[src/sv/cvr_pkg.sv]
`timescale 1ns / 1ps
// Shared types, constants and colormap knot tables for colormap_value_to_rgb.
// No dependencies; imported by every module of the block.
package cvr_pkg;

  // Bits of the scaled value below the binary point
  localparam int FracBits = 32;
  localparam int QuoCntW  = 5;

  // Positions of the s_axis_tuser fields
  localparam int UserOpcode  = 0;
  localparam int UserInvalid = 1;
  localparam int UserGroup   = 2;
  localparam int UserRestart = 3;
  localparam int UserW       = 4;

  localparam logic [7:0] OutsideLevel = 8'd26;
  localparam logic [7:0] InvalidLevel = 8'd255;
  localparam logic [7:0] ZeroLevel    = 8'd0;

  // floor(y / 3) == (y * RecipThird) >> RecipShift for y < 8192
  localparam logic [11:0] RecipThird = 12'd2731;
  localparam int          RecipShift = 13;

  typedef enum logic {
    OP_SCAN,
    OP_COLOR
  } cvr_op_e;

  typedef enum logic [2:0] {
    ST_IDLE,
    ST_PREP,
    ST_DIV,
    ST_INTERP,
    ST_DONE
  } cvr_state_e;

  typedef enum logic [2:0] {
    IP_IDLE,
    IP_SEG,
    IP_MUL,
    IP_ADJ,
    IP_QUO,
    IP_FIN
  } cvr_ip_state_e;

  typedef enum logic [1:0] {
    CH_RED,
    CH_GREEN,
    CH_BLUE
  } cvr_chan_e;

  typedef struct packed {
    logic [7:0] blue;
    logic [7:0] green;
    logic [7:0] red;
  } cvr_rgb_t;

  typedef struct packed {
    logic     mapped;
    cvr_rgb_t rgb;
  } cvr_result_t;

  // Knot positions in twentieths of the range
  function automatic logic [4:0] knot_pos(input logic [2:0] idx);
    logic [4:0] pos;
    case (idx)
      3'd0:    pos = 5'd0;
      3'd1:    pos = 5'd3;
      3'd2:    pos = 5'd7;
      3'd3:    pos = 5'd13;
      3'd4:    pos = 5'd17;
      3'd5:    pos = 5'd20;
      default: pos = 5'd20;
    endcase
    return pos;
  endfunction

  // Knot colours on a 0..255 scale
  function automatic logic [7:0] knot_col(input cvr_chan_e ch, input logic [2:0] idx);
    logic [7:0] col;
    col = 8'd0;
    case (ch)
      CH_RED: begin
        case (idx)
          3'd3, 3'd4, 3'd5: col = 8'd255;
          default:          col = 8'd0;
        endcase
      end
      CH_GREEN: begin
        case (idx)
          3'd1:       col = 8'd50;
          3'd2, 3'd3: col = 8'd255;
          3'd4:       col = 8'd30;
          default:    col = 8'd0;
        endcase
      end
      CH_BLUE: begin
        case (idx)
          3'd0:       col = 8'd100;
          3'd1, 3'd2: col = 8'd255;
          default:    col = 8'd0;
        endcase
      end
      default: col = 8'd0;
    endcase
    return col;
  endfunction

endpackage

[src/sv/colormap_value_to_rgb.sv]
`timescale 1ns / 1ps
// Top level: range tracking, item sequencing and output register of the colormap.
// Depends on cvr_pkg, cvr_divider and cvr_interp.
//
// Input stream: s_axis_tdata_i carries the signed Q16.16 sample, s_axis_tuser_i the
// opcode, invalid, group and restart flags. A transfer is taken when tvalid and tready
// are both high. Scan transfers widen (or, after a restart, replace) the held range and
// give no output. Colour transfers give exactly one output transfer with red, green,
// blue in m_axis_tdata_o and the mapped flag in m_axis_tuser_o. A colour item outside
// the group or with an invalid sample goes straight from idle to the done state. An
// item with an empty range or a sample outside it passes through the prep state to done.
// A sample on the top of the range skips the divider and goes straight to the
// interpolator. Any other colour item runs through the 32-step fractional divider (one
// quotient bit per cycle), then the interpolator steps through its multiply, adjust,
// quotient and finish states for each channel. One item is in work at a time.
// The result sits in an output register, so a stalled receiver only holds the block
// once the next result is ready to leave. Reset clears the range to zero and marks it
// for replacement by the next valid scan sample.
module colormap_value_to_rgb import cvr_pkg::*; #(
  parameter int SAMPLE_BITS = 32
) (
  input  logic                                clk_i,
  input  logic                                rst_ni,
  input  logic                                s_axis_tvalid_i,
  output logic                                s_axis_tready_o,
  // sample
  input  logic [((SAMPLE_BITS+7)/8)*8-1:0]    s_axis_tdata_i,
  // opcode, sample_invalid, in_group, restart_range
  input  logic [UserW-1:0]                    s_axis_tuser_i,
  output logic                                m_axis_tvalid_o,
  input  logic                                m_axis_tready_i,
  // red, green, blue
  output logic [23:0]                         m_axis_tdata_o,
  // mapped
  output logic [0:0]                          m_axis_tuser_o
);

  cvr_state_e state_q, state_d;

  logic signed [SAMPLE_BITS-1:0] low_q;
  logic signed [SAMPLE_BITS-1:0] high_q;
  logic                          pend_q;
  logic signed [SAMPLE_BITS-1:0] samp_q;
  cvr_result_t                   res_q;
  cvr_result_t                   out_q;
  logic                          out_valid_q;

  logic signed [SAMPLE_BITS-1:0] in_sample;
  cvr_op_e                       in_op;
  logic                          in_inv;
  logic                          in_grp;
  logic                          in_rst;
  logic                          accept;
  logic                          pend_eff;

  logic [SAMPLE_BITS-1:0]        num;
  logic [SAMPLE_BITS-1:0]        den;
  logic                          outside;
  logic                          at_top;

  logic                          div_start;
  logic                          div_done;
  logic [FracBits-1:0]           div_quo;
  logic                          ip_start;
  logic [FracBits:0]             ip_frac;
  logic                          ip_done;
  cvr_rgb_t                      ip_rgb;
  logic                          out_free;

  assign in_sample = s_axis_tdata_i[SAMPLE_BITS-1:0];
  assign in_op     = cvr_op_e'(s_axis_tuser_i[UserOpcode]);
  assign in_inv    = s_axis_tuser_i[UserInvalid];
  assign in_grp    = s_axis_tuser_i[UserGroup];
  assign in_rst    = s_axis_tuser_i[UserRestart];

  assign s_axis_tready_o = (state_q == ST_IDLE);
  assign accept          = s_axis_tvalid_i && s_axis_tready_o;
  assign pend_eff        = pend_q | in_rst;
  assign out_free        = !out_valid_q || m_axis_tready_i;

  always_comb begin
    num     = samp_q - low_q;
    den     = high_q - low_q;
    outside = (samp_q < low_q) || (high_q < samp_q) || (high_q == low_q);
    at_top  = (samp_q == high_q);
  end

  always_comb begin
    state_d   = state_q;
    div_start = 1'b0;
    ip_start  = 1'b0;
    ip_frac   = {1'b0, div_quo};
    case (state_q)
      ST_IDLE: begin
        if (accept && in_op == OP_COLOR) begin
          if (!in_grp || in_inv) begin
            state_d = ST_DONE;
          end else begin
            state_d = ST_PREP;
          end
        end
      end
      ST_PREP: begin
        if (outside) begin
          state_d = ST_DONE;
        end else if (at_top) begin
          // Sample on the top of the range scales to exactly one
          ip_start = 1'b1;
          ip_frac  = {1'b1, {FracBits{1'b0}}};
          state_d  = ST_INTERP;
        end else begin
          div_start = 1'b1;
          state_d   = ST_DIV;
        end
      end
      ST_DIV: begin
        if (div_done) begin
          ip_start = 1'b1;
          state_d  = ST_INTERP;
        end
      end
      ST_INTERP: if (ip_done) state_d = ST_DONE;
      ST_DONE:   if (out_free) state_d = ST_IDLE;
      default:   state_d = ST_IDLE;
    endcase
  end

  always_ff @(posedge clk_i or negedge rst_ni) begin
    if (!rst_ni) begin
      state_q     <= ST_IDLE;
      low_q       <= '0;
      high_q      <= '0;
      pend_q      <= 1'b1;
      out_valid_q <= 1'b0;
    end else begin
      state_q <= state_d;
      if (accept) begin
        pend_q <= pend_eff;
        if (in_op == OP_SCAN && !in_inv) begin
          if (pend_eff) begin
            low_q  <= in_sample;
            high_q <= in_sample;
            pend_q <= 1'b0;
          end else begin
            if (in_sample < low_q) low_q <= in_sample;
            if (high_q < in_sample) high_q <= in_sample;
          end
        end
      end
      if (state_q == ST_DONE && out_free) begin
        out_valid_q <= 1'b1;
      end else if (m_axis_tready_i) begin
        out_valid_q <= 1'b0;
      end
    end
  end

  always_ff @(posedge clk_i) begin
    if (accept) begin
      samp_q <= in_sample;
      if (!in_grp) begin
        res_q <= '{mapped: 1'b1, rgb: '{OutsideLevel, OutsideLevel, OutsideLevel}};
      end else begin
        res_q <= '{mapped: 1'b1, rgb: '{InvalidLevel, InvalidLevel, InvalidLevel}};
      end
    end else if (state_q == ST_PREP && outside) begin
      res_q <= '{mapped: 1'b0, rgb: '{ZeroLevel, ZeroLevel, ZeroLevel}};
    end else if (state_q == ST_INTERP && ip_done) begin
      res_q <= '{mapped: 1'b1, rgb: ip_rgb};
    end
    if (state_q == ST_DONE && out_free) begin
      out_q <= res_q;
    end
  end

  cvr_divider #(
    .SampleBits(SAMPLE_BITS)
  ) u_divider (
    .clk_i  (clk_i),
    .rst_ni (rst_ni),
    .start_i(div_start),
    .num_i  (num),
    .den_i  (den),
    .done_o (div_done),
    .quo_o  (div_quo)
  );

  cvr_interp u_interp (
    .clk_i  (clk_i),
    .rst_ni (rst_ni),
    .start_i(ip_start),
    .frac_i (ip_frac),
    .done_o (ip_done),
    .rgb_o  (ip_rgb)
  );

  assign m_axis_tvalid_o = out_valid_q;
  assign m_axis_tdata_o  = {out_q.rgb.blue, out_q.rgb.green, out_q.rgb.red};
  assign m_axis_tuser_o  = out_q.mapped;

endmodule

[src/sv/cvr_divider.sv]
`timescale 1ns / 1ps
// Restoring fractional divider: floor(num * 2^FracBits / den), one quotient bit per cycle.
// Depends on cvr_pkg; requires num < den.
module cvr_divider import cvr_pkg::*; #(
  parameter int SampleBits = 32
) (
  input  logic                  clk_i,
  input  logic                  rst_ni,
  input  logic                  start_i,
  input  logic [SampleBits-1:0] num_i,
  input  logic [SampleBits-1:0] den_i,
  output logic                  done_o,
  output logic [FracBits-1:0]   quo_o
);

  localparam logic [QuoCntW-1:0] LastStep = QuoCntW'(FracBits - 1);

  logic                  busy_q;
  logic                  done_q;
  logic [QuoCntW-1:0]    cnt_q;
  logic [SampleBits-1:0] rem_q;
  logic [SampleBits-1:0] den_q;
  logic [FracBits-1:0]   quo_q;

  logic [SampleBits:0]   rem_sh;
  logic [SampleBits:0]   trial;
  logic                  fits;

  always_comb begin
    rem_sh = {rem_q, 1'b0};
    trial  = rem_sh - {1'b0, den_q};
    fits   = ~trial[SampleBits];
  end

  always_ff @(posedge clk_i or negedge rst_ni) begin
    if (!rst_ni) begin
      busy_q <= 1'b0;
      done_q <= 1'b0;
      cnt_q  <= '0;
    end else begin
      done_q <= 1'b0;
      if (start_i) begin
        busy_q <= 1'b1;
        cnt_q  <= '0;
      end else if (busy_q) begin
        cnt_q <= cnt_q + 1'b1;
        if (cnt_q == LastStep) begin
          busy_q <= 1'b0;
          done_q <= 1'b1;
        end
      end
    end
  end

  // Shift one quotient bit in per cycle; keep the remainder below den
  always_ff @(posedge clk_i) begin
    if (start_i) begin
      rem_q <= num_i;
      den_q <= den_i;
      quo_q <= '0;
    end else if (busy_q) begin
      quo_q <= {quo_q[FracBits-2:0], fits};
      if (fits) begin
        rem_q <= trial[SampleBits-1:0];
      end else begin
        rem_q <= rem_sh[SampleBits-1:0];
      end
    end
  end

  assign done_o = done_q;
  assign quo_o  = quo_q;

endmodule

[src/sv/cvr_interp.sv]
`timescale 1ns / 1ps
// Segment lookup and linear interpolation of the three channels, one channel at a time.
// Depends on cvr_pkg for knot tables and types.
module cvr_interp import cvr_pkg::*; (
  input  logic              clk_i,
  input  logic              rst_ni,
  input  logic              start_i,
  input  logic [FracBits:0] frac_i,
  output logic              done_o,
  output cvr_rgb_t          rgb_o
);

  cvr_ip_state_e state_q, state_d;
  cvr_chan_e     ch_q;
  logic          done_q;

  logic [FracBits:0]     s_q;
  logic [2:0]            seg_q;
  logic [FracBits+2:0]   u_q;
  logic signed [44:0]    p_q;
  logic [11:0]           yp_q;
  logic [8:0]            q_q;
  cvr_rgb_t              rgb_q;

  logic [FracBits+4:0]   v20;
  logic [4:0]            intg;
  logic [2:0]            seg;
  logic [4:0]            ui;
  logic [4:0]            wdt;
  logic [2:0]            w3;
  logic [7:0]            col_a;
  logic [7:0]            col_b;
  logic signed [8:0]     diff;
  logic signed [44:0]    prod;
  logic signed [44:0]    xsum;
  logic [11:0]           bias;
  logic [11:0]           yp;
  logic [11:0]           dvd;
  logic [23:0]           recip;
  logic [8:0]            qv;
  logic signed [10:0]    chv;
  logic [7:0]            chan;

  always_comb begin
    v20  = ({4'b0, s_q} << 4) + ({4'b0, s_q} << 2);
    intg = v20[FracBits+4:FracBits];
    if (intg >= knot_pos(3'd4)) begin
      seg = 3'd4;
    end else if (intg >= knot_pos(3'd3)) begin
      seg = 3'd3;
    end else if (intg >= knot_pos(3'd2)) begin
      seg = 3'd2;
    end else if (intg >= knot_pos(3'd1)) begin
      seg = 3'd1;
    end else begin
      seg = 3'd0;
    end
    ui = intg - knot_pos(seg);

    wdt   = knot_pos(seg_q + 3'd1) - knot_pos(seg_q);
    w3    = wdt[2:0];
    col_a = knot_col(ch_q, seg_q);
    col_b = knot_col(ch_q, seg_q + 3'd1);
    diff  = $signed({1'b0, col_b}) - $signed({1'b0, col_a});
    prod  = diff * $signed({1'b0, u_q});

    // Add half a segment, drop the fraction, bias by 255 * width so it stays positive
    xsum = p_q + $signed({11'b0, w3, 31'b0});
    bias = {1'b0, w3, 8'b0} - {9'b0, w3};
    yp   = xsum[43:32] + bias;

    case (w3)
      3'd6:    dvd = {1'b0, yp_q[11:1]};
      default: dvd = yp_q;
    endcase
    recip = {12'b0, dvd} * {12'b0, RecipThird};
    case (w3)
      3'd4:    qv = yp_q[10:2];
      default: qv = recip[RecipShift +: 9];
    endcase

    chv = $signed({3'b0, col_a}) + $signed({2'b0, q_q}) - 11'sd255;
    if (chv < 0) begin
      chan = 8'd0;
    end else if (chv > 11'sd255) begin
      chan = 8'd255;
    end else begin
      chan = chv[7:0];
    end
  end

  always_comb begin
    state_d = state_q;
    case (state_q)
      IP_IDLE: if (start_i) state_d = IP_SEG;
      IP_SEG:  state_d = IP_MUL;
      IP_MUL:  state_d = IP_ADJ;
      IP_ADJ:  state_d = IP_QUO;
      IP_QUO:  state_d = IP_FIN;
      IP_FIN: begin
        if (ch_q == CH_BLUE) begin
          state_d = IP_IDLE;
        end else begin
          state_d = IP_MUL;
        end
      end
      default: state_d = IP_IDLE;
    endcase
  end

  always_ff @(posedge clk_i or negedge rst_ni) begin
    if (!rst_ni) begin
      state_q <= IP_IDLE;
      ch_q    <= CH_RED;
      done_q  <= 1'b0;
    end else begin
      state_q <= state_d;
      done_q  <= (state_q == IP_FIN) && (ch_q == CH_BLUE);
      case (state_q)
        IP_SEG: ch_q <= CH_RED;
        IP_FIN: begin
          case (ch_q)
            CH_RED:   ch_q <= CH_GREEN;
            CH_GREEN: ch_q <= CH_BLUE;
            default:  ch_q <= CH_RED;
          endcase
        end
        default: ch_q <= ch_q;
      endcase
    end
  end

  always_ff @(posedge clk_i) begin
    case (state_q)
      IP_IDLE: if (start_i) s_q <= frac_i;
      IP_SEG: begin
        seg_q <= seg;
        u_q   <= {ui[2:0], v20[FracBits-1:0]};
      end
      IP_MUL: p_q  <= prod;
      IP_ADJ: yp_q <= yp;
      IP_QUO: q_q  <= qv;
      IP_FIN: begin
        case (ch_q)
          CH_RED:   rgb_q.red   <= chan;
          CH_GREEN: rgb_q.green <= chan;
          default:  rgb_q.blue  <= chan;
        endcase
      end
      default: s_q <= s_q;
    endcase
  end

  assign done_o = done_q;
  assign rgb_o  = rgb_q;

endmodule

[config.mk]
export PLATFORM = sky130hd
export DESIGN_NAME = colormap_value_to_rgb
export DESIGN_NICKNAME = d
export VERILOG_FILES = /design/src/sv/cvr_pkg.sv /design/src/sv/colormap_value_to_rgb.sv /design/src/sv/cvr_divider.sv /design/src/sv/cvr_interp.sv
export SDC_FILE = /design/constraint.sdc
export NUM_CORES = 2
export LEC_CHECK = 0
export BUFFER_PORTS_ARGS = -buffer_cell sky130_fd_sc_hd__buf_2
export CAP_MARGIN = 15
export CORE_MARGIN = 4
export CORE_UTILIZATION = 65
export CTS_CLUSTER_DIAMETER = 80
export CTS_CLUSTER_SIZE = 25
export DETAILED_ROUTE_END_ITERATION = 6
export GPL_ROUTABILITY_DRIVEN = 0
export PLACE_DENSITY = 0.89
export SLEW_MARGIN = 0
export SYNTH_ARGS = -nofsm -noshare
export SYNTH_HDL_FRONTEND = slang
export SYNTH_HIERARCHICAL = 1
export SYNTH_SLANG_ARGS = --single-unit
[constraint.sdc]
create_clock -name clk_i -period 15.1 [get_ports clk_i]
set_clock_uncertainty 0.2 [all_clocks]
set_input_delay 1.51 -clock clk_i [delete_from_list [all_inputs] [get_ports clk_i]]
set_output_delay 1.51 -clock clk_i [all_outputs]
set_load 0.02 [all_outputs]
After elaboration in Yosys (flattened, before gate mapping)
Index checks and enable logic that the tools add are counted.

storage, ports and cells
  register bits = 420
  bits of input ports = 40
  output and inout bits = 27
  logic and storage cells = 204

operators by class
  add/subtract/negate cells = 14
  multipliers = 2
  magnitude comparators = 10
  equal/unequal tests = 35
  multiplexer cells = 64
  bitwise gates (word level) = 5
  reductions and logical operators = 41

operator list
  kind                      count
  $mux W32                  9
  $lt A32 B32 Y1            4
  $pmux W8 S3               4
  $mux W25                  3
  $eq A32 B32 Y1            2
  $sub A32 B32 Y32          2
  $pmux W3 S5               4
  $add A44 B35 Y44          1
  $mul A9 B36 Y44           1
  $add A37 B35 Y37          1
  $mux W33                  1
  $sub A33 B32 Y33          1
  $mux W8                   4
  $pmux W8 S2               2
  $eq A3 B2 Y1 const B      10
  $eq A3 B3 Y1 const B      10
  $mux W3                   10
  $mux W24                  1
  $mul A12 B12 Y22 const B  1
  $pmux W3 S6               1
  $mux W1                   17
  $eq A3 B1 Y1 const B      5
  $logic_not A3 Y1          5
  $add A12 B12 Y12          1
  37 further kinds          71

Longest topological paths before layout
  depth in word-level cells = 9
  gate-level depth with buffers = 37
  depth with buffers taken out = 34

Modules after synthesis
Netlist, hierarchy kept.

modules (own cells, without submodules)
  module                 instances  cells each  area each (um^2)  sequential area each (um^2)
  cvr_interp             1          1813        18706.7           3963.8
  colormap_value_to_rgb  1          1136        11319.6           4190.3
  cvr_divider            1          601         6009.5            2737.6

Worst setup path after synthesis
Ideal clock, no wire load.

  kind = flip-flop to flip-flop
  start = register u_interp.seg_q[0]
  end = register u_interp.p_q[43] (data pin)
  setup time = 0.259 ns
  data arrival time = 7.677 ns
  required time = 14.641 ns
  path slack = 6.963 ns
  stages on the path, launching flop included = 34
  buffers on the path = 3
  clock period less this slack = 8.137 ns
  cells stage by stage = edfxtp_1 > clkbuf_1 > xnor2_1 > or3_1 > a21oi_1 > nor2_1 > inv_1 > ha_1 > inv_1 > fa_1 > nand2_1 > nand2_1 > a21oi_1 > o21bai_1 > a21oi_1 > o21bai_1 > a21o_1 > clkbuf_1 > clkbuf_1 > nor2_1 > fa_1 > fa_1 > fa_1 > fa_1 > ha_1 > ha_1 > a2111oi_0 > o211ai_1 > and4b_1 > o21ai_1 > a21oi_1 > a311o_1 > a21oi_1 > xnor2_1

between the ends
  cells in the longest elaborated chain, start to end = 7
  elaborated cells between the ends (all ways) = 29
  those cells by class = add/sub: 2; mul: 1; eq/ne: 10; mux: 8; reduce/logical: 8

RTL lines
  what                                            line                          text
  start: declaration                              cvr_interp.sv:18              logic [2:0] seg_q;
  start signal: assignment                        cvr_interp.sv:137             seg_q <= seg;
  $add A3 B1 Y3                                   cvr_interp.sv:63              col_b = knot_col(ch_q, seg_q + 3'd1);
  $eq A3 B2 Y1, or another cell as far along      cvr_pkg.sv:85, cvr_pkg.sv:91
  $reduce_or A2 Y1, or another cell as far along  cvr_pkg.sv:91                 case (idx)
  $pmux W8 S3, or another cell as far along       cvr_pkg.sv:91
  $pmux W8 S3                                     cvr_pkg.sv:83                 case (ch)
  $sub A8 B8 Y9 *                                 cvr_interp.sv:64              diff = $signed({1'b0, col_b}) - $signed({1'b0, col_a});
  $mul A9 B36 Y44 *                               cvr_interp.sv:65              prod = diff * $signed({1'b0, u_q});
  net u_interp.prod[43]                           cvr_interp.sv:34              logic signed [44:0] prod;
  end signal: assignment                          cvr_interp.sv:140             IP_MUL: p_q <= prod;
  end: declaration                                cvr_interp.sv:20              logic signed [44:0] p_q;

Mark *: on every way through the listed nets, which the timed path passes. The rest lies on a longest branch.
A chain may end at the register's enable or synchronous reset.

Worst setup path after layout
  start = register u_interp.ch_q[1]
  end = register u_interp.p_q[43] (data pin)

between the ends
  cells in the longest elaborated chain, start to end = 4
  elaborated cells between the ends (all ways) = 7
  those cells by class = add/sub: 1; mul: 1; eq/ne: 2; mux: 2; reduce/logical: 1

RTL lines
  what                                        line               text
  start: declaration                          cvr_interp.sv:14   cvr_chan_e ch_q;
  start signal: assignment                    cvr_interp.sv:128  default: ch_q <= ch_q;
  $eq A2 B2 Y1, or another cell as far along  cvr_pkg.sv:83
  $pmux W8 S3                                 cvr_pkg.sv:83
  $sub A8 B8 Y9 *                             cvr_interp.sv:64
  $mul A9 B36 Y44 *                           cvr_interp.sv:65
  net u_interp.prod[43]                       cvr_interp.sv:34

Marks and branches as above.

==> flow_metrics.env <==
export IMPL_grt_first_pass_wirelength_um=132000
export IMPL_max_cap_violations=0
export IMPL_synth_seq_cells=387
export IMPL_hold_violations=0
export IMPL_endpoint_kind="flip-flop"
export IMPL_slew_headroom_pct=25.1
export IMPL_tritoncts="built"
export IMPL_numCtsBuffers=24
export IMPL_swShare_pct=47.4
export IMPL_clkLatencyLatePin_ns=0.59
export IMPL_period_share_pct=64.6
export IMPL_antenna_left=0
export IMPL_clkSinkCount=387
export IMPL_routedWlPerCell_um=18.1
export IMPL_critPathKind="reg -> reg"
export IMPL_grt_usage_pct=26.6
export IMPL_routed_wl_um=78400
export IMPL_dp_cells=4283
export IMPL_drt_iter0_markers=2035
export IMPL_slew_viol_final=0
export IMPL_worstPathArrival_ns=9.89
export IMPL_cp_num_buf_inv=4
export IMPL_mappedNetlistNets=4282
export IMPL_clock_path_buffers=3
export IMPL_pwr_share_clk_pct=8.1
export IMPL_final_min_clock_period_ns=9.76
export IMPL_rsz0062_at_grt="false"
export IMPL_setup_tns_ns=0
export IMPL_ys_flop_type="edfxtp_1"
export IMPL_syn_area_um2=36000
export IMPL_via_count=26200
export IMPL_die_area_um2=59300
export IMPL_grt_ovfl_total=0
export IMPL_seq_area_frac_synth_pct=30.2
export IMPL_clkTransAtPathRegs_ns=0.10
export IMPL_cp_required_ns=15.23
export IMPL_final_nets=4295
export IMPL_p_sw_mw=4.21
export IMPL_coreArea_um2=55000
export IMPL_ctsHtreeMaxLevel=1
export IMPL_cellLeakagePower_nw=18.3
export IMPL_diodes=0
export IMPL_via_per_inst=6.06
export IMPL_post_cts_setup_buffer_count=0
export IMPL_irDropWorstVdd_uv=215
export IMPL_fmax_mhz=103
export IMPL_path_delay_family="compound AO/OA/AOI/OAI gates"
export IMPL_critPathMaxStageDelay_ns=0.61
export IMPL_final_cell_mix="424 x ha_1, 413 x inv_1, 273 x edfxtp_1"
export IMPL_layout_drive_gt1_share_pct=6.98
export IMPL_nFillCells=3860
export IMPL_drc=0
export IMPL_status="finished, final reports clean"
export IMPL_hold_class="reg -> reg"
export IMPL_ios=67
export IMPL_num_rows=86
export IMPL_final_util_pct=69.1
export IMPL_die_w_um=243
export IMPL_avgSynthCellArea_um2=10.2
export IMPL_initial_utilization_pct=65.5
export IMPL_crit_fanout=36
export IMPL_combPwrFrac_pct=70.7
export IMPL_synth_edf_count=273
export IMPL_power_density_nw_per_um2=234
export IMPL_synthTopCellsByArea="edfxtp_1 23%, fa_1 15%, ha_1 15%"
export IMPL_grt_start_max_net_pins=75
export IMPL_yosys_warnings=6
export IMPL_worst_pin_slew_ns=1.12
export IMPL_power_frac_seq_pct=21.1
export IMPL_layout_cells_non_filler=4329
export IMPL_yosys_area_top_type="edfxtp_1"
export IMPL_cts_root_buffer="clkbuf_16"
export IMPL_syn_inst=3550
export IMPL_area_growth_syn_to_layout_pct=5.40
export IMPL_ctsResizeCount=0
export IMPL_setup_violations_final=0
export IMPL_grt_pass1_vias=27200
export IMPL_die_h_um=243
export IMPL_synth_top_area_share_pct=22.7
export IMPL_critical_path_slowest_cell="a2111oi_0"
export IMPL_first_pass_iters=7
export IMPL_startpoint_type="flip-flop"
export IMPL_async_flop_share_pct=21.2
export IMPL_mostFrequentLayoutCell="ha_1"
export IMPL_intPower_mw=4.68
export IMPL_post_dp_hpwl_um=61100
export IMPL_synth_distinct_cells=114
export IMPL_portBuffers=66
export IMPL_postCtsHoldBufs=0
export IMPL_grt_antenna_before_repair=0
registers in the layout (all words and copies together), names as in the netlist, 2 cells and up:
| signal | count |
|---|---|
| high_q | 32 |
| low_q | 32 |
| m_axis_tdata_o | 24 |
| res_q | 25 |
| samp_q | 32 |
| state_q | 3 |
| u_divider/cnt_q | 5 |
| u_divider/den_q | 32 |
| u_divider/quo_o | 32 |
| u_divider/rem_q | 32 |
| u_interp/ch_q | 2 |
| u_interp/p_q | 13 |
| u_interp/q_q | 9 |
| u_interp/rgb_o | 24 |
| u_interp/s_q | 33 |
| u_interp/seg_q | 3 |
| u_interp/state_q | 3 |
| u_interp/u_q | 33 |
| u_interp/yp_q | 12 |
power groups by stage:
stage,clock network [mW],logic [mW],registers (mW)
after floorplan,0,4.82,1.80
after CTS,0.737,6.25,1.87
after global placement,0,5.88,1.88
after global routing,0.782,7.16,1.91
final,0.725,6.29,1.88
after detailed placement,0,6.20,1.89
final timing paths:
check | from | end | slack (ns) | cells after the start
worst max-delay path | u_interp/ch_q[1] | u_interp/p_q[43] | 5.34 | 31
worst max register to register | u_interp/ch_q[1] | u_interp/p_q[43] | 5.34 | 31
worst min register to register | res_q[1] | m_axis_tdata_o[1] | 0.22 | 0
worst min-delay path | res_q[1] | m_axis_tdata_o[1] | 0.22 | 0
max in group asynchronous | rst_ni | low_q[30] | 13.01 | 2
min in group asynchronous | rst_ni | u_interp/state_q[2] | 0.65 | 1
synthesized netlist by cell type, drive strengths merged, types with 36 or more instances:
master and instances:
a21oi 198, clkbuf 72, o21ai 132, nand4 40, fa 268, nand2 242
o21a 36, mux2i 91, and2 156, nor2b 48, inv 414, xnor2 112
mux2 41, nand2b 64, a21o 121, dfrtp 81, edfxtp 273, nor3 43
ha 424, xor2 64, nor2 218, nand3 55
logic make-up (layout without fill, tap and decap cells):
group           Yosys count  count (layout)  share of synthesized area [%]
mux                     132             132                           3.82
flops                   387             387                           30.2
buf+inv                 520             551                           5.76
compound gates          686             686                           12.8
fa+ha+maj               692             692                           29.6
xor+xnor                176             176                           4.34
simple gates            957             957                           13.5
area by class of cell:
cell class	count	area [µm²]	area share [%]
inverter	415	1560	4.10
clock inverter	14	206	0.544
sequential	387	10900	28.7
timing repair buffer	92	554	1.46
clock buffer	30	633	1.67
multi-input combinational	2643	23200	61.1
tap	748	936	2.46
per-stage QoR:
stage          cell area, µm²  hold slack, ns  power [mW]  setup WS (ns)
3_5_place_dp            37100           0.205        8.09           5.47
4_1_cts                 37900           0.221        8.86           5.41
3_3_place_gp            37100           0.204        7.76           5.86
2_1_floorplan           36000           0.200        6.62           6.96
6_report                38000           0.224        8.89           5.34
5_1_grt                 38000           0.235        9.85           4.79
metal layers:
metal | global-route usage, % | share of wire (%)
met1 | 34.5 | 41
met2 | 46.7 | 50
met3 | 3.46 | 5.9
met4 | 8.13 | 2.9
met5 | 0 | 0
Power figures use the tool's default switching activity.
